===== src/rtl/core/gtl_pkg.sv =====
// shared types, constants and register map for the global to local index block
// no dependencies
`timescale 1ns / 1ps
package gtl_pkg;

  localparam int NUM_GRIDS_DEF = 2;
  localparam int GRID_W        = 1;
  localparam int DIM_W         = 16;
  localparam int IDX_W         = 48;
  localparam int REG_INDEX_W   = 3;
  localparam int COMP_W        = 2;

  // register map
  localparam logic [REG_INDEX_W-1:0] REG_GRIDS_IN_USE = 3'd0;
  localparam logic [REG_INDEX_W-1:0] REG_G0_GDIMS     = 3'd1;
  localparam logic [REG_INDEX_W-1:0] REG_G0_LOFFSET   = 3'd2;
  localparam logic [REG_INDEX_W-1:0] REG_G0_LDIMS     = 3'd3;
  localparam logic [REG_INDEX_W-1:0] REG_G1_GDIMS     = 3'd4;
  localparam logic [REG_INDEX_W-1:0] REG_G1_LOFFSET   = 3'd5;
  localparam logic [REG_INDEX_W-1:0] REG_G1_LDIMS     = 3'd6;

  // result status codes
  localparam logic [1:0] ST_OK        = 2'd0;
  localparam logic [1:0] ST_BEYOND    = 2'd1;
  localparam logic [1:0] ST_NOT_LOCAL = 2'd2;

  // per item tags that ride along the divider chain
  typedef struct packed {
    logic [GRID_W-1:0] grid;
    logic              bad;
    logic [COMP_W-1:0] comp;
    logic [DIM_W-1:0]  ir;
  } side_t;

  localparam int SIDE_W = $bits(side_t);

endpackage


===== src/rtl/core/gtl_div.sv =====
// pipelined restoring divider, one quotient bit per stage, 16-bit divisor
// uses gtl_pkg for the divisor width
`timescale 1ns / 1ps
module gtl_div #(
  parameter int W  = 48,
  parameter int SW = 8
) (
  input  logic                      clk,
  input  logic                      rst,
  input  logic                      adv,
  input  logic                      in_valid,
  input  logic [W-1:0]              in_dividend,
  input  logic [gtl_pkg::DIM_W-1:0] in_divisor,
  input  logic [SW-1:0]             in_side,
  output logic                      out_valid,
  output logic [W-1:0]              out_quot,
  output logic [gtl_pkg::DIM_W-1:0] out_rem,
  output logic [SW-1:0]             out_side
);
  import gtl_pkg::*;

  logic [DIM_W-1:0] rem  [W];
  logic [DIM_W-1:0] dvs  [W];
  logic [W-1:0]     nq   [W];
  logic [SW-1:0]    side [W];
  logic             vld  [W];

  for (genvar s = 0; s < W; s++) begin : g_stage
    logic [DIM_W-1:0] rem_i;
    logic [DIM_W-1:0] d_i;
    logic [W-1:0]     nq_i;
    logic [SW-1:0]    side_i;
    logic             v_i;
    logic [DIM_W:0]   trial;
    logic [DIM_W:0]   diff;
    logic             ge;

    if (s == 0) begin : g_first
      assign rem_i  = '0;
      assign d_i    = in_divisor;
      assign nq_i   = in_dividend;
      assign side_i = in_side;
      assign v_i    = in_valid;
    end else begin : g_next
      assign rem_i  = rem[s-1];
      assign d_i    = dvs[s-1];
      assign nq_i   = nq[s-1];
      assign side_i = side[s-1];
      assign v_i    = vld[s-1];
    end

    // trial subtract of the next dividend bit
    assign trial = {rem_i, nq_i[W-1]};
    assign diff  = trial - {1'b0, d_i};
    assign ge    = (trial >= {1'b0, d_i});

    always_ff @(posedge clk) begin
      if (rst) begin
        vld[s] <= 1'b0;
      end else if (adv) begin
        vld[s] <= v_i;
      end
    end

    always_ff @(posedge clk) begin
      if (adv) begin
        rem[s]  <= ge ? diff[DIM_W-1:0] : trial[DIM_W-1:0];
        nq[s]   <= {nq_i[W-2:0], ge};
        dvs[s]  <= d_i;
        side[s] <= side_i;
      end
    end
  end

  assign out_valid = vld[W-1];
  assign out_quot  = nq[W-1];
  assign out_rem   = rem[W-1];
  assign out_side  = side[W-1];

endmodule


===== config.mk =====
export PLATFORM = sky130hd
export DESIGN_NAME = gtl_div
export DESIGN_NICKNAME = d
export VERILOG_FILES = /design/src/rtl/core/gtl_pkg.sv /design/src/rtl/core/gtl_div.sv
export SDC_FILE = /design/constraint.sdc
export NUM_CORES = 2
export LEC_CHECK = 0
export BUFFER_PORTS_ARGS = -buffer_cell sky130_fd_sc_hd__buf_2
export CORE_MARGIN = 2
export CORE_UTILIZATION = 45
export DETAILED_ROUTE_END_ITERATION = 12
export GPL_ROUTABILITY_DRIVEN = 0
export SLEW_MARGIN = 10
export SYNTH_ARGS = -nofsm -noshare
export SYNTH_HDL_FRONTEND = slang
export SYNTH_MEMORY_MAX_BITS = 65536
export SYNTH_SLANG_ARGS = --single-unit

===== constraint.sdc =====
create_clock -name clk -period 3.7 [get_ports clk]
set_clock_uncertainty 0.2 [all_clocks]
set_input_delay 0 -clock clk [delete_from_list [all_inputs] [get_ports clk]]
set_output_delay 0 -clock clk [all_outputs]
set_load 0.01 [all_outputs]

Word-level counts from Yosys, hierarchy flattened
Memory sizes are Yosys's and may differ from the RTL's.
Index checks and enable logic that the tools add are counted.
{"block": "word_totals", "ff_bits": 0, "latchBits": 0, "ramBits": 4272, "rom_bits": 0, "output_inout_bits": 73, "word_cells": 251, "n_memories": 5}
{"block": "op_classes", "add_sub_neg": 48, "n_mul": 0, "div_mod_pow": 0, "order_cmp": 48, "n_eq_ne": 0, "n_shift": 0, "mux": 102, "bitwise_logic": 48, "reduce_logical": 0}
{"memory": "nq", "depth": 48, "width": 48, "rd": 48, "rd_ports_with_merged_regs": 0, "wr": 48, "line": "gtl_div.sv:24", "rtl": "logic [W-1:0] nq [W];"}
{"memory": "dvs", "depth": 48, "width": 16, "rd": 47, "rd_ports_with_merged_regs": 0, "wr": 48, "line": "gtl_div.sv:23", "rtl": "logic [DIM_W-1:0] dvs [W];"}
{"memory": "rem", "depth": 48, "width": 16, "rd": 48, "rd_ports_with_merged_regs": 0, "wr": 48, "line": "gtl_div.sv:22", "rtl": "logic [DIM_W-1:0] rem [W];"}
{"memory": "side", "depth": 48, "width": 8, "rd": 48, "rd_ports_with_merged_regs": 0, "wr": 48, "line": "gtl_div.sv:25", "rtl": "logic [SW-1:0] side [W];"}
{"memory": "vld", "depth": 48, "width": 1, "rd": 48, "rd_ports_with_merged_regs": 0, "wr": 48, "line": "gtl_div.sv:26", "rtl": "logic vld [W];"}
{"cell": ">= comparator 17 x 16 -> 1 bit", "count": 47}
{"cell": "two-way mux 16 bit", "count": 48}
{"cell": "subtractor 16 bit", "count": 47}
{"cell": "two-way mux 1 bit", "count": 54}
{"cell": "OR 1 bit", "count": 48}
{"cell": ">= comparator 1 x 16 -> 1 bit", "count": 1}
{"cell": "subtractor 1 x 16 -> 16 bit", "count": 1}

Logic depth before layout (Yosys ltp)
{"block": "depth", "ltp_word": 4, "depth_mapped": 14, "depth_no_buf": 12}

Least setup slack after synthesis
Ideal clock, no wire load.
{"block": "synth_path", "path_kind": "register -> register", "from": "mem dvs[35][1], in the netlist dvs[2][49]", "to": "mem rem[36][8], in the netlist rem[2][72], data pin", "t_arrival_ns": 2.981, "required_time_ns": 3.240, "slack_ns": 0.259, "stages_incl_launch_ff": 14, "synth_period_minus_slack_ns": 3.441, "cell_sequence": "edfxtp_1 -> inv_1 -> ha_1 -> nor2b_4 -> o31a_1 -> or3_1 -> a21oi_2 -> a21oi_2 -> a221o_1 -> a41o_1 -> a211o_1 -> buf_6 -> buf_12 -> mux2_4"}
{"item": "start, declared", "line": "gtl_div.sv:23"}
{"item": "end, declared", "line": "gtl_div.sv:22"}

==> qor.yml <==
grt:
  grt-ovfl-total: 0
  grt_max_degree: 168
  track_usage_pct: 14.6
  antenna_found_initial: 7
  grt_pass1_wl_um: 465000
  first_global_vias: 88200
sta:
  fin_hold_ws_ps: 87.1
  slew_violations: 0
  hold_viol_final: 0
  period_minus_slack_ps: 3600
  max_freq_mhz: 278
  worst_pin_slew_ps: 1110
  tns_ps: 0
  setup_viol: 0
  period_share_pct: 97.2
  slew-limit-headroom_pct: 25.8
drt:
  wl_per_cell_um: 17.0
  drt_iter0_drc: 6284
  drt_wl_total_um: 289000
  drt_pass1_iterations: 6
  via_count: 87300
  ant_nets: 0
  route.detailed.drc: 0
  via_per_inst: 5.15
setup_path:
  regToRegSetupSlack_ps: 100
  path_class: "reg -> reg"
  path_depth: 12
  r2r-end: "rem[2][110]$_DFFE_PP_"
  r2r_cells: 12
  start_kind: "flip-flop"
  slowest_delay_ps: 430
  crit_arrival_ps: 4100
  cp_top_family: "compound AO/OA/AOI/OAI gates"
  cp_max_fo: 16
  crit_start: "dvs[2][81]$_DFFE_PP_"
  crit_chain: "inv_1 > ha_1 > nor2b_1 > o21ai_0 > a21boi_0 > or3_1 > a21oi_1 > o31ai_1 > o311ai_1 > nand2_1 > buf_4 > mux2_2"
  endpoint: "rem[2][110]$_DFFE_PP_"
  path_buf_inv: 2
  setup.worst_path.end_class: "flip-flop"
  worstReg2RegStart: "dvs[2][81]$_DFFE_PP_"
  required_ps: 4200
  slowest_stage: "edfxtp_1"
clock_network:
  clockBufferDepth: 4
  clock-sinks: 4256
  clk_latency_ps: 980
  cts_root_buf: "clkbuf_16"
  post_cts_buffers: 0
  cts_buffers: 445
  htreeDepth: 5
  clk_pin_slew_ps: 60
  cts_tree: "done"
logic_synthesis:
  yosys_most_used_dff: "edfxtp_1"
  syn-cell-area_um2: 172000
  synth_area_leader_cell: "edfxtp_1"
  postSynthAreaPerCell_um2: 16.1
  synthArstFlopShare_pct: 0
  synth_top_area_share_pct: 74.2
  yosys_warnings: 0
  synth_nets: 11500
  synth_edf_count: 4256
  synth_cell_types: 74
  ys_seq_area_share_pct: 74.2
  synth_area_leaders: "edfxtp_1 (74%), ha_1 (5.5%), mux2_2 (2.8%), inv_1 (2.1%), xnor2_1 (1.7%)"
  ys_ff_latch: 4256
  syn_inst: 10700
floorplanning:
  io_pins: 149
  die_area_um2: 388000
  die_h_um: 623
  fp.dieW_um: 623
  start_util_pct: 45.1
  num_rows: 227
  coreArea_um2: 382000
layout:
  fillers: 30700
  final_net_count: 12400
  area_delta_synth_final_pct: 14.6
  drive_gt1_share_pct: 12.5
power_and_ir_drop:
  peakVddDrop_v: 0.000536
  power_w: 0.156
  powerDensity_nw_per_um2: 791
  p_leak_nw: 73.7
placed_design:
  dpl.hpwl_um: 187000
  port-buffer-count: 148
flow_run:
  max-cap-violations: 0
min_path:
  min_path_type: "in -> reg"
status:
  status: "finished clean"
-- state kept, by name, indices dropped and copies added, names as in the netlist --
signal  count
vld        48
dvs       752
nq       2304
side      384
rem       768
-- power by group --
| group | internal [W] | total (W) | switching, W |
|---|---|---|---|
| Combinational | 0.0212 | 0.0450 | 0.0238 |
| Clock | 0.0255 | 0.0437 | 0.0183 |
| Sequential | 0.0635 | 0.0674 | 0.00394 |
| Total | 0.110 | 0.156 | 0.0460 |
-- cells in the mapped netlist, types with 70 or more instances --
cell and instances:
o21ai_0 358, a21o_1 183, edfxtp_1 4256, nor2_1 560, clkbuf_1 72, and2_1 70, ha_1 754, nand2_1 317
xnor2_1 329, xor2_1 197, nand3_1 126, nand4_1 101, o21a_1 119, nor2b_1 145, inv_1 953, mux2_2 430
nand2b_1 108, nor3_1 134, a21oi_1 559
-- cell type report --
type	instances	area [µm²]	area share (%)
flip-flops and latches	4256	128000	64.7
multi-input cells	5343	40500	20.5
clock buffers	521	11500	5.82
well taps	5038	6300	3.19
repair buffers	532	4730	2.40
inverters	953	3580	1.81
clock inverters	304	3040	1.54
diodes	2	5.00	0.00254
-- worst min-delay path by stage --
stage / startpoint / to / slack, ps / cells after the start
floorplan: in_divisor[0] / dvs[0][0]$_DFFE_PP_ / -100 / 0
global placement: in_dividend[9] / nq[0][10]$_DFFE_PP_ / -20 / 1
detailed placement: in_side[3] / side[0][3]$_DFFE_PP_ / -20 / 1
CTS: in_divisor[3] / dvs[0][3]$_DFFE_PP_ / 4 / 3
global route: in_dividend[41] / nq[0][42]$_DFFE_PP_ / 60 / 3
finish: in_dividend[23] / nq[0][24]$_DFFE_PP_ / 90 / 3
-- cell families (layout without fill, tap and decap cells) --
group,Yosys count,count (layout),share of synthesized area (%)
compound gates,1772,1772,6.54
xor+xnor,526,526,2.67
fa+ha+maj,801,801,6.02
buf+inv,1069,2310,2.36
flops,4256,4256,74.2
mux,502,502,3.24
other cells,0,2,0
simple gates,1742,1742,4.96
-- routing by layer --
metal	routed length, µm	vias up	global-route usage [%]
li1	-	42100	-
met1	132000	42700	20.1
met2	133000	1904	23.1
met3	13600	636	2.60
met4	10300	0	5.40
met5	0	-	0
-- metrics by stage --
stage | instance area (µm²) | worst slack [ps] | util, % | std cells
final | 197000 | 102 | 51.7 | 16900
after global routing | 197000 | -19.5 | 51.7 | 16900
after CTS | 197000 | 30.7 | 51.7 | 16900
after detailed placement | 181000 | 78.9 | 47.4 | 15900
after global placement | 181000 | 136 | 47.4 | 15900
after floorplan | 172000 | 259 | - | 10700
-- timing repair --
item                                     CTS  global route
endpoints found under the setup margin     0           134
hold endpoints to repair                3819             0
hold buffers                             196             0
gates resized for setup                    0            22
-- worst register-to-register path: cells and delay by family, from the launching register on --
kind	cells	cell delay [ps]
AOI/OAI and AO/OA	5	1220
adders and majority gates	1	300
buffers and inverters	2	300
DFF	1	430
muxes	1	300
and+or+nand+nor	3	570
-- placed cells by master (no fill, tap or decap), types with 134 or more instances in the layout --
cell type	instances
buf_4	139
inv_1	953
a21o_1	183
edfxtp_1	4256
nand2_1	317
xnor2_1	329
clkbuf_16	448
nor2_1	558
o21ai_0	356
a21oi_1	551
nor3_1	134
xor2_1	197
mux2_2	430
nor2b_1	145
ha_1	754
buf_2	147
dlygate4sd3_1	196
Note: power is estimated with default switching activity, not from simulation.
