## config.mk

```make
export PLATFORM = sky130hd
export DESIGN_NAME = gtl_front
export DESIGN_NICKNAME = d
export VERILOG_FILES = /design/src/rtl/core/gtl_pkg.sv /design/src/rtl/core/gtl_front.sv
export SDC_FILE = /design/constraint.sdc
export NUM_CORES = 2
export LEC_CHECK = 0
export BUFFER_PORTS_ARGS = -buffer_cell sky130_fd_sc_hd__buf_2
export CAP_MARGIN = 20
export CORE_ASPECT_RATIO = 1.75
export CORE_UTILIZATION = 40
export CTS_BUF_LIST = sky130_fd_sc_hd__clkbuf_4
export DETAILED_ROUTE_END_ITERATION = 8
export GPL_ROUTABILITY_DRIVEN = 1
export MAX_ROUTING_LAYER = met4
export PLACE_DENSITY_LB_ADDON = 0.05
export SLEW_MARGIN = 25
export SYNTH_ARGS = -nofsm -noshare
export SYNTH_HDL_FRONTEND = slang
export SYNTH_SLANG_ARGS = --single-unit
export TNS_END_PERCENT = 30
```

## constraint.sdc

```tcl
create_clock -name clk -period 14.34 [get_ports clk]
set_input_delay 1.434 -clock clk [delete_from_list [all_inputs] [get_ports clk]]
set_output_delay 1.434 -clock clk [all_outputs]
set_load 0.02 [all_outputs]
```

## src/rtl/core/gtl_pkg.sv

```systemverilog
// shared types, constants and register map for the global to local index block
// no dependencies
`timescale 1ns / 1ps
package gtl_pkg;

  localparam int NUM_GRIDS_DEF = 2;
  localparam int GRID_W        = 1;
  localparam int DIM_W         = 16;
  localparam int IDX_W         = 48;
  localparam int REG_INDEX_W   = 3;
  localparam int COMP_W        = 2;

  // register map
  localparam logic [REG_INDEX_W-1:0] REG_GRIDS_IN_USE = 3'd0;
  localparam logic [REG_INDEX_W-1:0] REG_G0_GDIMS     = 3'd1;
  localparam logic [REG_INDEX_W-1:0] REG_G0_LOFFSET   = 3'd2;
  localparam logic [REG_INDEX_W-1:0] REG_G0_LDIMS     = 3'd3;
  localparam logic [REG_INDEX_W-1:0] REG_G1_GDIMS     = 3'd4;
  localparam logic [REG_INDEX_W-1:0] REG_G1_LOFFSET   = 3'd5;
  localparam logic [REG_INDEX_W-1:0] REG_G1_LDIMS     = 3'd6;

  // result status codes
  localparam logic [1:0] ST_OK        = 2'd0;
  localparam logic [1:0] ST_BEYOND    = 2'd1;
  localparam logic [1:0] ST_NOT_LOCAL = 2'd2;

  // per item tags that ride along the divider chain
  typedef struct packed {
    logic [GRID_W-1:0] grid;
    logic              bad;
    logic [COMP_W-1:0] comp;
    logic [DIM_W-1:0]  ir;
  } side_t;

  localparam int SIDE_W = $bits(side_t);

endpackage

```

## src/rtl/core/gtl_front.sv

```systemverilog
// front stages: grid sizes from the global dims and the grid search
// uses gtl_pkg for widths and the side_t tag
`timescale 1ns / 1ps
module gtl_front #(
  parameter int NUM_GRIDS = gtl_pkg::NUM_GRIDS_DEF
) (
  input  logic                      clk,
  input  logic                      rst,
  input  logic                      adv,
  input  logic                      in_valid,
  input  logic [gtl_pkg::IDX_W-1:0] in_index,
  input  logic [1:0]                grids_in_use,
  input  logic [gtl_pkg::IDX_W-1:0] gdims [NUM_GRIDS],
  output logic                      out_valid,
  output logic [gtl_pkg::IDX_W-1:0] out_rel,
  output gtl_pkg::side_t            out_side
);
  import gtl_pkg::*;

  logic             v1, v2, v3, v4;
  logic [IDX_W-1:0] gidx1, gidx2, gidx3, gidx4;
  logic [2*DIM_W-1:0] pij  [NUM_GRIDS];
  logic [IDX_W-1:0]   pijk [NUM_GRIDS];
  logic [IDX_W+1:0]   size3 [NUM_GRIDS];

  // valid chain
  always_ff @(posedge clk) begin
    if (rst) begin
      v1        <= 1'b0;
      v2        <= 1'b0;
      v3        <= 1'b0;
      v4        <= 1'b0;
      out_valid <= 1'b0;
    end else if (adv) begin
      v1        <= in_valid;
      v2        <= v1;
      v3        <= v2;
      v4        <= v3;
      out_valid <= v4;
    end
  end

  // grid sizes: ni*nj, then *nk, then *3
  always_ff @(posedge clk) begin
    if (adv) begin
      gidx1 <= in_index;
      gidx2 <= gidx1;
      gidx3 <= gidx2;
      gidx4 <= gidx3;
      for (int g = 0; g < NUM_GRIDS; g++) begin
        pij[g]   <= gdims[g][DIM_W-1:0] * gdims[g][2*DIM_W-1:DIM_W];
        pijk[g]  <= pij[g] * gdims[g][3*DIM_W-1:2*DIM_W];
        size3[g] <= {1'b0, pijk[g], 1'b0} + {2'b00, pijk[g]};
      end
    end
  end

  // search for the grid whose half-open range holds the index
  logic [1:0]        ngrids;
  logic [IDX_W+2:0]  start;
  logic [IDX_W+2:0]  idx_ext;
  logic              found;
  logic [GRID_W-1:0] sel;
  logic [IDX_W-1:0]  relv;

  assign ngrids  = (grids_in_use > 2'(NUM_GRIDS)) ? 2'(NUM_GRIDS) : grids_in_use;
  assign idx_ext = {3'b000, gidx4};

  always_comb begin
    start = '0;
    found = 1'b0;
    sel   = '0;
    relv  = '0;
    for (int g = 0; g < NUM_GRIDS; g++) begin
      if (2'(g) < ngrids && !found && idx_ext >= start &&
          (idx_ext - start) < {1'b0, size3[g]}) begin
        found = 1'b1;
        sel   = GRID_W'(g);
        relv  = IDX_W'(idx_ext - start);
      end
      start = start + {1'b0, size3[g]};
    end
  end

  always_ff @(posedge clk) begin
    if (adv) begin
      out_rel  <= relv;
      out_side <= '{grid: sel, bad: !found, comp: '0, ir: '0};
    end
  end

endmodule

```

**Word level (Yosys, flattened, before mapping)**

Memories as Yosys holds them, arrays and structs flattened.
Index checks and enable logic that the tools add are counted.

- Input bits: 150
- Register bits after elaboration: 247
- Memories: 3
- Output and inout bits: 69
- Memory bits (read-only): 0
- RAM bits: 260
- Bits in latches: 0

Memory list:

| memory | words | bits a word | read ports | clocked after Yosys merged registers in | write ports | RTL line | RTL |
|---|---|---|---|---|---|---|---|
| size3 | 2 | 50 | 2 | 0 | 2 | gtl_front.sv:24 | `logic [IDX_W+1:0] size3 [NUM_GRIDS];` |
| pijk | 2 | 48 | 2 | 0 | 2 | gtl_front.sv:23 | `logic [IDX_W-1:0] pijk [NUM_GRIDS];` |
| pij | 2 | 32 | 2 | 0 | 2 | gtl_front.sv:22 | `logic [2*DIM_W-1:0] pij [NUM_GRIDS];` |

- Magnitude comparators: 7
- Shifts and indexed selects: 0
- Multiplexer cells: 8
- Multipliers: 4
- Add/subtract/negate cells: 3
- Equality and inequality tests: 0
- Reductions and logical operators: 7
- Bitwise gates (word level): 0
- Div/mod/pow operators: 0

Operators with widths:

| cell | number |
|---|---|
| 49-bit by 48-bit adder with 50-bit output | 2 |
| 32-bit by 16-bit multiplier with 48-bit output | 2 |
| 48-bit 2-to-1 mux | 2 |
| 16-bit by 16-bit multiplier with 32-bit output | 2 |
| 51-bit by 50-bit < comparator with 1-bit output | 1 |
| 48-bit by 50-bit subtractor with 51-bit output | 1 |
| 48-bit by 50-bit >= comparator with 1-bit output | 1 |
| 48-bit by 50-bit < comparator with 1-bit output | 1 |
| 48-bit by 1-bit >= comparator with 1-bit output, second input constant | 1 |
| 1-bit logical AND | 5 |
| 1-bit 2-to-1 mux | 5 |
| 1-bit by 2-bit < comparator with 1-bit output, first input constant | 2 |
| 2-bit greater-than comparator, second input constant | 1 |
| 1-bit logical NOT | 2 |
| 2-bit 2-to-1 mux | 1 |

**Depth between registers and ports, before layout**

- Depth in word-level cells: 12
- Gate-level depth with buffers: 26
- Mapped depth without buffers: 25

**Worst setup path before layout**

OpenSTA, ideal clock, no wires.

- Path type: input -> register
- From: in gdims[58] (netlist bit)
- To: mem pij[0][30] (netlist bit) (data pin)
- Library setup time: 258 ps
- Data arrival time: 7476 ps
- Stages on the path: 22
- Path slack: 6607 ps
- Required time: 14082 ps
- Path through: clkbuf_1 > nand2_1 > fa_1 > inv_1 > fa_1 > inv_1 > fa_1 > fa_1 > fa_1 > fa_1 > inv_1 > ha_1 > and4_1 > a22o_1 > a2111oi_0 > a21oi_1 > o41ai_1 > o2111ai_1 > a21oi_1 > o21bai_1 > a21oi_1 > xnor2_1

RTL lines:

| item | RTL line | RTL |
|---|---|---|
| start, declared | gtl_front.sv:13 | `input logic [gtl_pkg::IDX_W-1:0] gdims [NUM_GRIDS],` |
| end, declared | gtl_front.sv:22 |  |

==> qor.yml <==
floorplanning:
  die_w_um: 325
  ios: 219
  rows: 207
  die_h_um: 568
  core_mm2: 0.182
  fp.dieArea_mm2: 0.185
  start_util_pct: 40.3
min_path:
  hold_path_class: "reg2reg"
timing:
  relSlewSlack_pct: 33.9
  max_slew.worst_pin.slew_ns: 0.991
  finalSetupViolCount: 0
  fmax_ghz: 0.130
  finalCriticalPeriod_ns: 7.70
  rsz0062_at_grt: "no"
  layout_worst_path_cycle_share_pct: 53.7
  hold_viol: 0
  tns_ns: 0
  slew_viol_final: 0
  finClkSkew_ns: 0.138
logic_synthesis:
  yosysSeqAreaShare_pct: 20.7
  netlist.area_leader.share_pct: 33.5
  avgSynthCellArea_um2: 9.79
  synth.largest_area_cell: "fa_1"
  ys_async_sr_fraction_pct: 0
  yosysWarnings: 0
  synth_cells: 7478
  synth_edf_count: 502
  ys_seq_elements: 507
  synthesis.area_mm2: 0.0732
  yosys_most_used_dff: "edfxtp_1"
  ys_top_cells_by_area: "fa_1 (34%), edfxtp_1 (21%), ha_1 (11%)"
  yosys.cell_types.count: 85
cells_and_area:
  fill_cells: 18105
  multi_input_area_mm2: 0.0512
  synthToLayoutAreaGrowth_pct: 6.52
  drive_above_1_share_pct: 6.00
  fin_nets: 9581
  fin_cells: 10078
  seq_area_mm2: 0.0152
cts:
  clock-sinks: 507
  cts_repair_resize_count: 0
  cts_tree: "done"
  cts.reportedPaths.clkPinSlew_ns: 0.06
  cts_buffer_depth: 4
  ctsHoldBuffers: 0
  cts_root_buf: "clkbuf_4"
  cts_buffers: 141
  postCtsSetupBuffers: 0
  cts_max_level: 4
  clkLatencyLatePin_ns: 1.07
critical_path:
  end_kind: "register"
  cp-start-kind: "input pin"
  crit_path_max_fanout: 16
  cpMostUsedCell: "fa_1"
  critical-path-top-delay-family: "adder cells"
  critical_path.max_stage_delay_ns: 0.80
  crit_buf_inv: 4
  worstPathRequired_ns: 15.13
  arrival_ns: 8.50
  crit_path_top_delay_cell: "o41ai_1"
  path_cells: "buf_2 > nand2_1 > fa_1 > inv_1 > fa_1 > inv_1 > fa_1 > fa_1 > fa_1 > fa_1 > inv_1 > ha_1 > and4_1 > a22o_1 > a2111oi_0 > a21oi_1 > o41ai_1 > o2111ai_1 > a21oi_1 > o21bai_1 > a21oi_1 > xnor2_1"
  crit_type: "in2reg"
route:
  drtPass1Iterations: 7
  finalWirelength_mm: 200
  drt_iter0_markers: 2102
  routedWlPerCell_um: 19.9
  drc: 0
  vias_per_cell: 5.05
  num_vias: 50916
  postRouteAntennaNets: 0
run:
  drv_cap: 0
grt:
  grt.overflow.total: 0
  grt_max_degree: 169
  grtUsageTotal_pct: 23.0
  first_global_vias: 57438
  grt_pass1_wl_mm: 320
  grt_antenna_before_repair: 17
placement:
  place_inst: 9821
  gp_congestion: 0.896
  dp_hpwl_mm: 158
  portBuffers: 200
status:
  status: "complete, no violations"
[cells in the mapped netlist, drive strengths merged, types with 48 or more instances]
master	instances
a21o	181
a21oi	264
a22o	50
and2	608
clkbuf	263
edfxtp	502
fa	1227
ha	643
inv	1525
nand2	1077
nand3	55
nor2	153
o21ai	131
o21bai	48
xnor2	182
xor2	91
[metrics by stage]
stage                     util [%]  setup slack (ns)  hold WS, ns  cell area [µm²]
after CTS                     42.9              6.73        0.398            77900
after global placement        41.9              5.73        0.404            76200
after floorplan                  -              6.61        0.400            73300
after global routing          42.9              6.35        0.406            78000
final                         42.9              6.64        0.391            78000
after detailed placement      41.9              5.61        0.405            76200
[sequential cells by signal, indices dropped and copies added, names as in the netlist]
| signal | flops |
|---|---|
| gidx1 | 48 |
| gidx2 | 48 |
| gidx3 | 48 |
| gidx4 | 48 |
| out_rel | 48 |
| out_side | 2 |
| out_valid | 1 |
| pij | 64 |
| pijk | 96 |
| size3 | 100 |
| v1 | 1 |
| v2 | 1 |
| v3 | 1 |
| v4 | 1 |
[layout make-up]
cell class,instances,area share [%]
clock inverters,44,0.399
well taps,2403,3.85
inverters,1525,7.34
multi-input cells,5172,65.6
repair buffers,214,1.45
diodes,24,0.0770
clock buffers,189,1.82
flip-flops and latches,507,19.5
[cell usage in the layout, fill, tap and decap left out, types with 18 or more instances in the layout]
cell type  netlist  routed
nand3_1         54      54
o21ai_0        130     130
o21bai_1        48      48
a21o_1         181     181
clkbuf_4         0     189
nor3_1          29      29
edfxtp_1       502     502
nand4_1         36      36
and3_1          25      25
xor2_1          91      91
and2_1         607     607
nand2b_1        31      31
nor2b_1         26      26
clkinv_1         0      24
buf_2            1     199
a21oi_1        264     264
ha_1           643     643
fa_1          1227    1227
conb_1           1      18
a211oi_1        30      30
diode_2          0      24
o21a_1          47      46
o211ai_1        21      21
a31oi_1         22      22
xnor2_1        182     182
nor2_1         153     153
a22o_1          50      50
inv_1         1525    1525
nand2_1       1077    1077
[final timing paths]
path | start | to | slack, ns | cells past startpoint
setup / recovery | gdims[58] | pij[0][30] | 6.64 | 22
hold / removal | gidx1[34] | gidx2[34] | 0.39 | 0
setup reg to reg | pij[0][11] | pijk[0][46] | 6.73 | 22
hold reg to reg | gidx1[34] | gidx2[34] | 0.39 | 0
[per-layer routing]
metal | vias up | track usage [%] | wire, µm
li1 | 23618 | - | -
met1 | 25877 | 24.0 | 75100
met2 | 1027 | 44.0 | 111000
met3 | 394 | 2.42 | 6460
met4 | 0 | 8.38 | 7570
met5 | - | - | 0
[worst register-to-register path, delay by kind of cell, from the launching register on]
| family | cells | cell delay (ns) |
|---|---|---|
| buffers and inverters | 3 | 0.17 |
| adder cells (fa/ha/maj) | 7 | 3.48 |
| XOR/XNOR | 1 | 0.10 |
| AO/OA/AOI/OAI | 9 | 2.30 |
| flip-flops | 1 | 0.96 |
| AND/OR/NAND/NOR | 2 | 0.33 |
[kinds of logic (layout without fill, tap and decap cells)]
kind of cell | Yosys count | after routing | synth area share [%]
compound gates | 907 | 907 | 8.19
flops | 507 | 507 | 20.7
other cells | 1 | 42 | 0.00512
buf+inv | 1816 | 1972 | 9.49
simple gates | 2099 | 2099 | 13.7
mux | 5 | 5 | 0.0684
xor+xnor | 273 | 273 | 3.27
fa+ha+maj | 1870 | 1870 | 44.5
Power is not shown: default switching activity piles up to over one toggle a cycle in this logic, so the estimate is an artifact.
