**src/rtl/core/gtl_pkg.sv**
```systemverilog
// shared types, constants and register map for the global to local index block
// no dependencies
`timescale 1ns / 1ps
package gtl_pkg;

  localparam int NUM_GRIDS_DEF = 2;
  localparam int GRID_W        = 1;
  localparam int DIM_W         = 16;
  localparam int IDX_W         = 48;
  localparam int REG_INDEX_W   = 3;
  localparam int COMP_W        = 2;

  // register map
  localparam logic [REG_INDEX_W-1:0] REG_GRIDS_IN_USE = 3'd0;
  localparam logic [REG_INDEX_W-1:0] REG_G0_GDIMS     = 3'd1;
  localparam logic [REG_INDEX_W-1:0] REG_G0_LOFFSET   = 3'd2;
  localparam logic [REG_INDEX_W-1:0] REG_G0_LDIMS     = 3'd3;
  localparam logic [REG_INDEX_W-1:0] REG_G1_GDIMS     = 3'd4;
  localparam logic [REG_INDEX_W-1:0] REG_G1_LOFFSET   = 3'd5;
  localparam logic [REG_INDEX_W-1:0] REG_G1_LDIMS     = 3'd6;

  // result status codes
  localparam logic [1:0] ST_OK        = 2'd0;
  localparam logic [1:0] ST_BEYOND    = 2'd1;
  localparam logic [1:0] ST_NOT_LOCAL = 2'd2;

  // per item tags that ride along the divider chain
  typedef struct packed {
    logic [GRID_W-1:0] grid;
    logic              bad;
    logic [COMP_W-1:0] comp;
    logic [DIM_W-1:0]  ir;
  } side_t;

  localparam int SIDE_W = $bits(side_t);

endpackage

```
**src/rtl/core/gtl_back.sv**
```systemverilog
// back stages: local box check and local index composition, output register
// uses gtl_pkg for widths, status codes and the side_t tag
`timescale 1ns / 1ps
module gtl_back #(
  parameter int NUM_GRIDS = gtl_pkg::NUM_GRIDS_DEF
) (
  input  logic                      clk,
  input  logic                      rst,
  input  logic                      adv,
  input  logic                      in_valid,
  input  gtl_pkg::side_t            in_side,
  input  logic [gtl_pkg::DIM_W-1:0] jr,
  input  logic [gtl_pkg::DIM_W-1:0] kr,
  input  logic [gtl_pkg::IDX_W-1:0] loffset [NUM_GRIDS],
  input  logic [gtl_pkg::IDX_W-1:0] ldims   [NUM_GRIDS],
  output logic                      out_valid,
  output logic [gtl_pkg::IDX_W-1:0] out_index,
  output logic [1:0]                out_status
);
  import gtl_pkg::*;

  logic [DIM_W-1:0] ir, oi, oj, ok, ni, nj, nk;
  logic [DIM_W-1:0] li, lj, lk;
  logic             inbox;

  assign ir = in_side.ir;
  assign oi = loffset[in_side.grid][DIM_W-1:0];
  assign oj = loffset[in_side.grid][2*DIM_W-1:DIM_W];
  assign ok = loffset[in_side.grid][3*DIM_W-1:2*DIM_W];
  assign ni = ldims[in_side.grid][DIM_W-1:0];
  assign nj = ldims[in_side.grid][2*DIM_W-1:DIM_W];
  assign nk = ldims[in_side.grid][3*DIM_W-1:2*DIM_W];
  assign li = ir - oi;
  assign lj = jr - oj;
  assign lk = kr - ok;
  assign inbox = ir >= oi && li < ni && jr >= oj && lj < nj && kr >= ok && lk < nk;

  logic              v1, v2, v3;
  logic              bad1, bad2, bad3, in1, in2, in3;
  logic [GRID_W-1:0] grid1, grid2;
  logic [COMP_W-1:0] comp1, comp2, comp3;
  logic [DIM_W-1:0]  li1, li2, li3, lj1, lj2, lk1;
  logic [2*DIM_W-1:0] t1;
  logic [IDX_W-1:0]   t2;
  logic [2*DIM_W:0]   lsum;
  logic [IDX_W:0]     prod;
  logic [IDX_W-1:0]   x;

  always_ff @(posedge clk) begin
    if (rst) begin
      v1        <= 1'b0;
      v2        <= 1'b0;
      v3        <= 1'b0;
      out_valid <= 1'b0;
    end else if (adv) begin
      v1        <= in_valid;
      v2        <= v1;
      v3        <= v2;
      out_valid <= v3;
    end
  end

  // box check, then nj*lk, then ni*(lj + nj*lk), then 3*(.. + li) + component
  assign lsum = {1'b0, t1} + {{(DIM_W+1){1'b0}}, lj2};
  assign prod = lsum * ldims[grid2][DIM_W-1:0];
  assign x    = t2 + {{(IDX_W-DIM_W){1'b0}}, li3};

  always_ff @(posedge clk) begin
    if (adv) begin
      bad1  <= in_side.bad;
      in1   <= inbox;
      grid1 <= in_side.grid;
      comp1 <= in_side.comp;
      li1   <= li;
      lj1   <= lj;
      lk1   <= lk;

      bad2  <= bad1;
      in2   <= in1;
      grid2 <= grid1;
      comp2 <= comp1;
      li2   <= li1;
      lj2   <= lj1;
      t1    <= ldims[grid1][2*DIM_W-1:DIM_W] * lk1;

      bad3  <= bad2;
      in3   <= in2;
      comp3 <= comp2;
      li3   <= li2;
      t2    <= prod[IDX_W-1:0];

      if (bad3) begin
        out_status <= ST_BEYOND;
        out_index  <= '0;
      end else if (!in3) begin
        out_status <= ST_NOT_LOCAL;
        out_index  <= '0;
      end else begin
        out_status <= ST_OK;
        out_index  <= {x[IDX_W-2:0], 1'b0} + x + {{(IDX_W-COMP_W){1'b0}}, comp3};
      end
    end
  end

endmodule
```
**config.mk**
```make
export PLATFORM = sky130hd
export DESIGN_NAME = gtl_back
export DESIGN_NICKNAME = d
export VERILOG_FILES = /design/src/rtl/core/gtl_pkg.sv /design/src/rtl/core/gtl_back.sv
export SDC_FILE = /design/constraint.sdc
export NUM_CORES = 2
export LEC_CHECK = 0
export ABC_AREA = 1
export BUFFER_PORTS_ARGS = -buffer_cell sky130_fd_sc_hd__buf_2
export CORE_UTILIZATION = 43
export CTS_BUF_LIST = sky130_fd_sc_hd__clkbuf_8
export CTS_CLUSTER_DIAMETER = 30
export CTS_CLUSTER_SIZE = 24
export DETAILED_ROUTE_END_ITERATION = 8
export SETUP_SLACK_MARGIN = 0.02
export SLEW_MARGIN = 30
export SYNTH_ARGS = -nofsm -noshare
export SYNTH_HDL_FRONTEND = slang
export SYNTH_SLANG_ARGS = --single-unit
```
**constraint.sdc**
```tcl
create_clock -name clk -period 8.2 [get_ports clk]
set_input_delay 0.82 -clock clk [delete_from_list [all_inputs] [get_ports clk]]
set_output_delay 0.82 -clock clk [all_outputs]
set_load 0.05 [all_outputs]
```
# --- After elaboration in Yosys (flattened, before gate mapping) ---
# Cells that the tools add are included.
op_classes:
  n_addsub: 7
  n_reduce_logical: 6
  order_cmp: 9
  muxes: 13
  multipliers: 2
  bitwise: 4
ops:
  columns: ["operator", "count"]
  rows:
  - ["2-to-1 mux 48 bit", 6]
  - ["2-to-1 mux 32 bit", 3]
  - ["adder 48 x 16 -> 48 bit", 1]
  - ["adder 48 x 2 -> 48 bit", 1]
  - ["adder 48 bit", 1]
  - [">= comparator 16 bit", 3]
  - ["< comparator 16 bit", 3]
  - ["multiplier 33 x 16 -> 48 bit", 1]
  - ["2-to-1 mux 16 bit", 3]
  - ["subtractor 16 bit", 3]
  - ["adder 32 x 16 -> 33 bit", 1]
  - ["multiplier 16 x 16 -> 32 bit", 1]
  - [">= comparator 2 bit, second input constant", 3]
  - ["NOT 1 -> 2 bit", 3]
  - ["logical AND 1 bit", 5]
  - ["2-to-1 mux 2 bit", 1]
  - ["OR reduction 2 bit", 1]
  - ["NOT 1 bit", 1]
word_totals:
  output_inout_bits: 51
  ff_bits: 244
  word_cells: 66

# --- Logic depth before layout (Yosys ltp) ---
depth:
  word_depth: 11
  depth_mapped: 41
  mapped_depth_nobuf: 40

# --- Worst setup path after synthesis ---
# No wires, ideal clock.
synth_timing:
  kind: "flip-flop to flip-flop"
  startpoint: "register lj2[0]"
  endpoint: "register t2[34], data pin"
  setup_slack_ns: 1.227
  arrival_time_ns: 6.721
  path_stages_with_launch: 39
  period_less_slack_ns: 6.973
  path_cell_list: "edfxtp_1 > ha_1 > inv_1 > fa_1 > inv_1 > nand2_1 > nand2_1 > a21oi_2 > o21ai_2 > nand2_1 > nand2_2 > nand2_1 > nand2_1 > or2_2 > nand2_2 > inv_1 > buf_2 > nand2_1 > [... 3 more ...] > inv_1 > fa_1 > fa_1 > inv_1 > fa_1 > inv_1 > fa_1 > inv_1 > ha_1 > nand2_1 > nor2_1 > nand3_1 > nand3_1 > a21oi_1 > o21ai_0 > nand3_1 > nand3_1 > nand2_1"
synth_via:
  elab_chain_len: 2
synth_rtl:
  columns: ["element", "line", "rtl"]
  rows:
  - ["from (decl)", "gtl_back.sv:42", "logic [DIM_W-1:0] li1, li2, li3, lj1, lj2, lk1;"]
  - ["from (signal assigned)", "gtl_back.sv:83", "lj2 <= lj1;"]
  - ["adder 32 x 16 -> 33 bit", "gtl_back.sv:64", "assign lsum = {1'b0, t1} + {{(DIM_W+1){1'b0}}, lj2};"]
  - ["multiplier 33 x 16 -> 48 bit", "gtl_back.sv:65", "assign prod = lsum * ldims[grid2][DIM_W-1:0];"]
  - ["net prod[34]", "gtl_back.sv:46", "logic [IDX_W:0] prod;"]
  - ["to (signal assigned)", "gtl_back.sv:90", "t2 <= prod[IDX_W-1:0];"]
  - ["to (decl)", "gtl_back.sv:44", "logic [IDX_W-1:0] t2;"]
# The timed path passes the listed nets, and every way through them passes these cells.
# A chain may end at the register's enable or synchronous reset.

# --- Worst setup path in the final report ---
layout_timing:
  startpoint: "register lj2[14]"
  endpoint: "register t2[35], data pin"
# Same word-level chain as after synthesis.

==> summary.md <==
| Metric | Value |
|---|---|
| Status | `finished clean` |
| CTS root buf | `clkbuf_8` |
| Hold_buf cts | `0` |
| Hold Crit Start | `in_side[16]` |
| Rows | `about 120` |
| Synth async-reset ratio | `0%` |
| Top-area cell type share of the netlist area | `between 20% and 30%` |
| Max-cap check violation count | `0` |
| FF-to-FF End | `t2[35]` |
| YS warnings | `0` |
| CTS Buffer Depth | `3` |
| CP Class | `reg -> reg` |
| Hold path depth | `1` |
| Layout Skew | `between 0.03 and 0.04 ns` |
| Area Overhead vs Synth | `12.0%` |
| 1st-iter DRT viols | `around 2500` |
| Vias in the first global route | `slightly below 40000` |
| Buffers on Ports | `approximately 300` |
| Final-report hold violation count | `0` |
| CP max-delay cell | `fa_1` |
| Grt ovf | `0` |
| Fraction of layout cells with a size suffix above 1 | `11.2%` |
| RSZ-0062 raised after global routing | `no` |
| Max Clk Rate | `~130 MHz` |
| Syn_area_per_cell | `between 8 and 9 um^2` |
| Critical path data arrival time | `8.17 ns` |
| Worst Hold Path EP | `comp1[0]` |
| Reg2reg start | `lj2[14]` |
| Die Y | `between 300 and 400 um` |
| Final setup vio count | `0` |
| Synth area leaders | `fa_1 29%, edfxtp_1 16%, ha_1 13%` |
| Worst endpoint required time | `just under 9 ns` |
| Die area | `between 100000 and 150000 um^2` |
| DP HPWL | `roughly 120000 um` |
| Final wirelength | `about 140000 um` |
| Initial Util | `43.5%` |
| Post-synth top area cell | `fa_1` |
| Register-to-register setup slack | `roughly 0.47 ns` |
| Cells after synthesis | `between 5000 and 6000` |
| Drt wl/cell | `19.5 um` |
| Yosys reg bits | `about 240` |
| Reg clk slew, reported paths | `around 0.060 ns` |
| Final #Nets | `between 7000 and 8000` |
| Clock latency on the worst-skew pair | `about 0.73 ns` |
| CTS buffer count | `59` |
| Layout fillers | `10000` |
| Reg area | `about 7300 um^2` |
| Die Width | `321 um` |
| Largest net degree at the start of global routing | `between 100 and 150` |
| Relative slew slack | `between 30% and 40%` |
| DRC viols | `0` |
| Vias post-DR | `~37000` |
| Mapped Nets | `approximately 6600` |
| DRT Pass-1 Iters | `7` |
| Setup TNS | `0 ns` |
| Total GRT Usage | `27.3%` |
| DRT antenna net count | `0` |
| Top post-synthesis cells by count | `1017 x inv_1, 1011 x nand2_1, 632 x fa_1, 552 x nor2_1, 438 x ha_1` |
| Post-synth EDFFs | `240` |
| I/O pins | `299` |
| Pins over their slew limit | `0` |
| Max incr delay on CP | `approximately 0.53 ns` |
| Period utilization | `~94%` |
| Area of the multi-input gates | `about 32000 um^2` |
| Most frequent cell after synthesis | `inv_1` |
| Vias per cell | `5.25` |
| First-pass GRT wire length | `between 200000 and 250000 um` |
| Main synth FF type | `edfxtp_1` |
| CP endpoint kind | `register` |
| Worst-Margin Slew | `approximately 1.0 ns` |
| R2R cell count | `30` |
| Sequential fraction of the synthesis area | `roughly 17%` |
| Crit Path Max Fanout | `12` |
| Initial antenna violation count | `3` |
| Final worst path period need | `around 7.7 ns` |
| Routability Congestion | `slightly below 1` |
| Clk sinks | `approximately 240` |
| Number of H-tree levels | `2` |
| Core area | `roughly 100000 um^2` |
| Cell Area, Synth | `between 40000 and 50000 um^2` |
| Critical path launch point type | `register` |
| CTS tree | `yes` |
| Yosys cell types | `61` |
| Worst hold path type | `in -> reg` |
## cells in the final DEF (no fill, tap or decap), types with 6 or more instances in the layout
cell type   Yosys  final
o21ai_0       195    185
ha_1          438    435
nand3_1       258    257
buf_2          17    296
a21oi_1       271    270
o211ai_1        8      8
nand4_1        36     36
a31oi_1        28     28
edfxtp_1      240    240
o21ai_2         6     14
clkinv_2        0     14
mux2i_1        60     60
clkinv_4        0      8
a21boi_0        7      7
buf_4           3    152
nor3_1         44     43
or2_2          13     14
and3_1          8      8
clkinvlp_4      0     11
o21bai_1       23     23
xor2_1        116    116
nand2_1      1011   1007
a21o_1         36     36
inv_1        1017   1024
nor4_1         16     14
nand2_2        13     17
nor2_1        552    548
inv_2           6      6
o21a_1         19     19
clkinv_1       10     13
xnor2_1        47     47
clkbuf_8        0     59
o21ai_1        18     17
fa_1          632    632
## area by class of cell
class	instances	share of cell area [%]
Sequential cell	244	14.9
Clock buffer	59	1.66
Antenna cell	4	0.0205
Timing Repair Buffer	452	5.48
Multi-Input combinational cell	3910	65.6
Clock inverter	52	0.931
Inverter	1033	7.93
Tap cell	1357	3.47
## layer usage
metal	up-vias	share of wire, %	GRT usage, %
met1	18000	39	32.1
met5	-	0	0
met4	0	5.7	13.6
met3	381	5.9	3.64
met2	1300	50	48.5
li1	17600	-	-
## repair_timing
| action | in CTS | in global routing |
|---|---|---|
| buffers inserted | 0 | 1 |
| resized for setup | 0 | 20 |
| setup endpoints to repair | 0 | 17 |
## critical path: cells and delay by family, from the launching register on
family / cells / cell delay [ns]
and+or+nand+nor: 13 / 2.03
adders and majority gates: 8 / 3.83
xor gates and xnor gates: 1 / 0.15
buffers and inverters: 6 / 0.67
DFF: 1 / 0.48
AOI/OAI and AO/OA: 2 / 0.31
## sequential cells by signal (all words and copies together), names as in the netlist, 2 cells and up
name,flops
lj1,16
out_status,2
t2,48
lj2,16
li2,16
comp3,2
comp1,2
li3,16
out_index,48
t1,32
comp2,2
li1,16
lk1,16
## how the worst max path moves through the flow
stage / start / end / slack (ns) / depth (start not counted)
3_5_place_dp: lj2[0] / t2[41] / 0.09 / 36
2_1_floorplan: lj2[0] / t2[34] / 1.23 / 38
5_1_grt: lj2[14] / t2[42] / 0.0001 / 31
4_1_cts: lj2[0] / t2[41] / 0.08 / 36
3_3_place_gp: lj2[0] / t2[41] / 0.06 / 36
6_report: lj2[14] / t2[35] / 0.47 / 30
## stage by stage
| stage | std cells | hold WS, ns | worst slack, ns | instance area, um^2 | utilization [%] |
|---|---|---|---|---|---|
| floorplan | 5310 | 0.400 | 1.23 | 43700 | - |
| global placement | 6994 | 0.401 | 0.0619 | 47600 | 47.4 |
| detailed placement | 6994 | 0.405 | 0.0925 | 47600 | 47.4 |
| CTS | 7105 | 0.203 | 0.0806 | 48800 | 48.6 |
| global route | 7110 | 0.212 | 0.000108 | 48900 | 48.7 |
| finish | 7111 | 0.271 | 0.473 | 48900 | 48.7 |
## kinds of logic after synthesis
logic type               count (synthesis)  share of synthesized area [%]
AND/OR/NAND/NOR                       1975                           18.6
buffers and inverters                 1157                           10.1
adder cells (fa/ha/maj)               1070                           41.5
AO/OA/AOI/OAI                          638                           8.26
flip-flops                             244                           16.7
XOR/XNOR                               166                           3.41
multiplexers                            60                           1.37
Power is not shown: default switching activity piles up to over one toggle a cycle in this logic, so the estimate is an artifact.
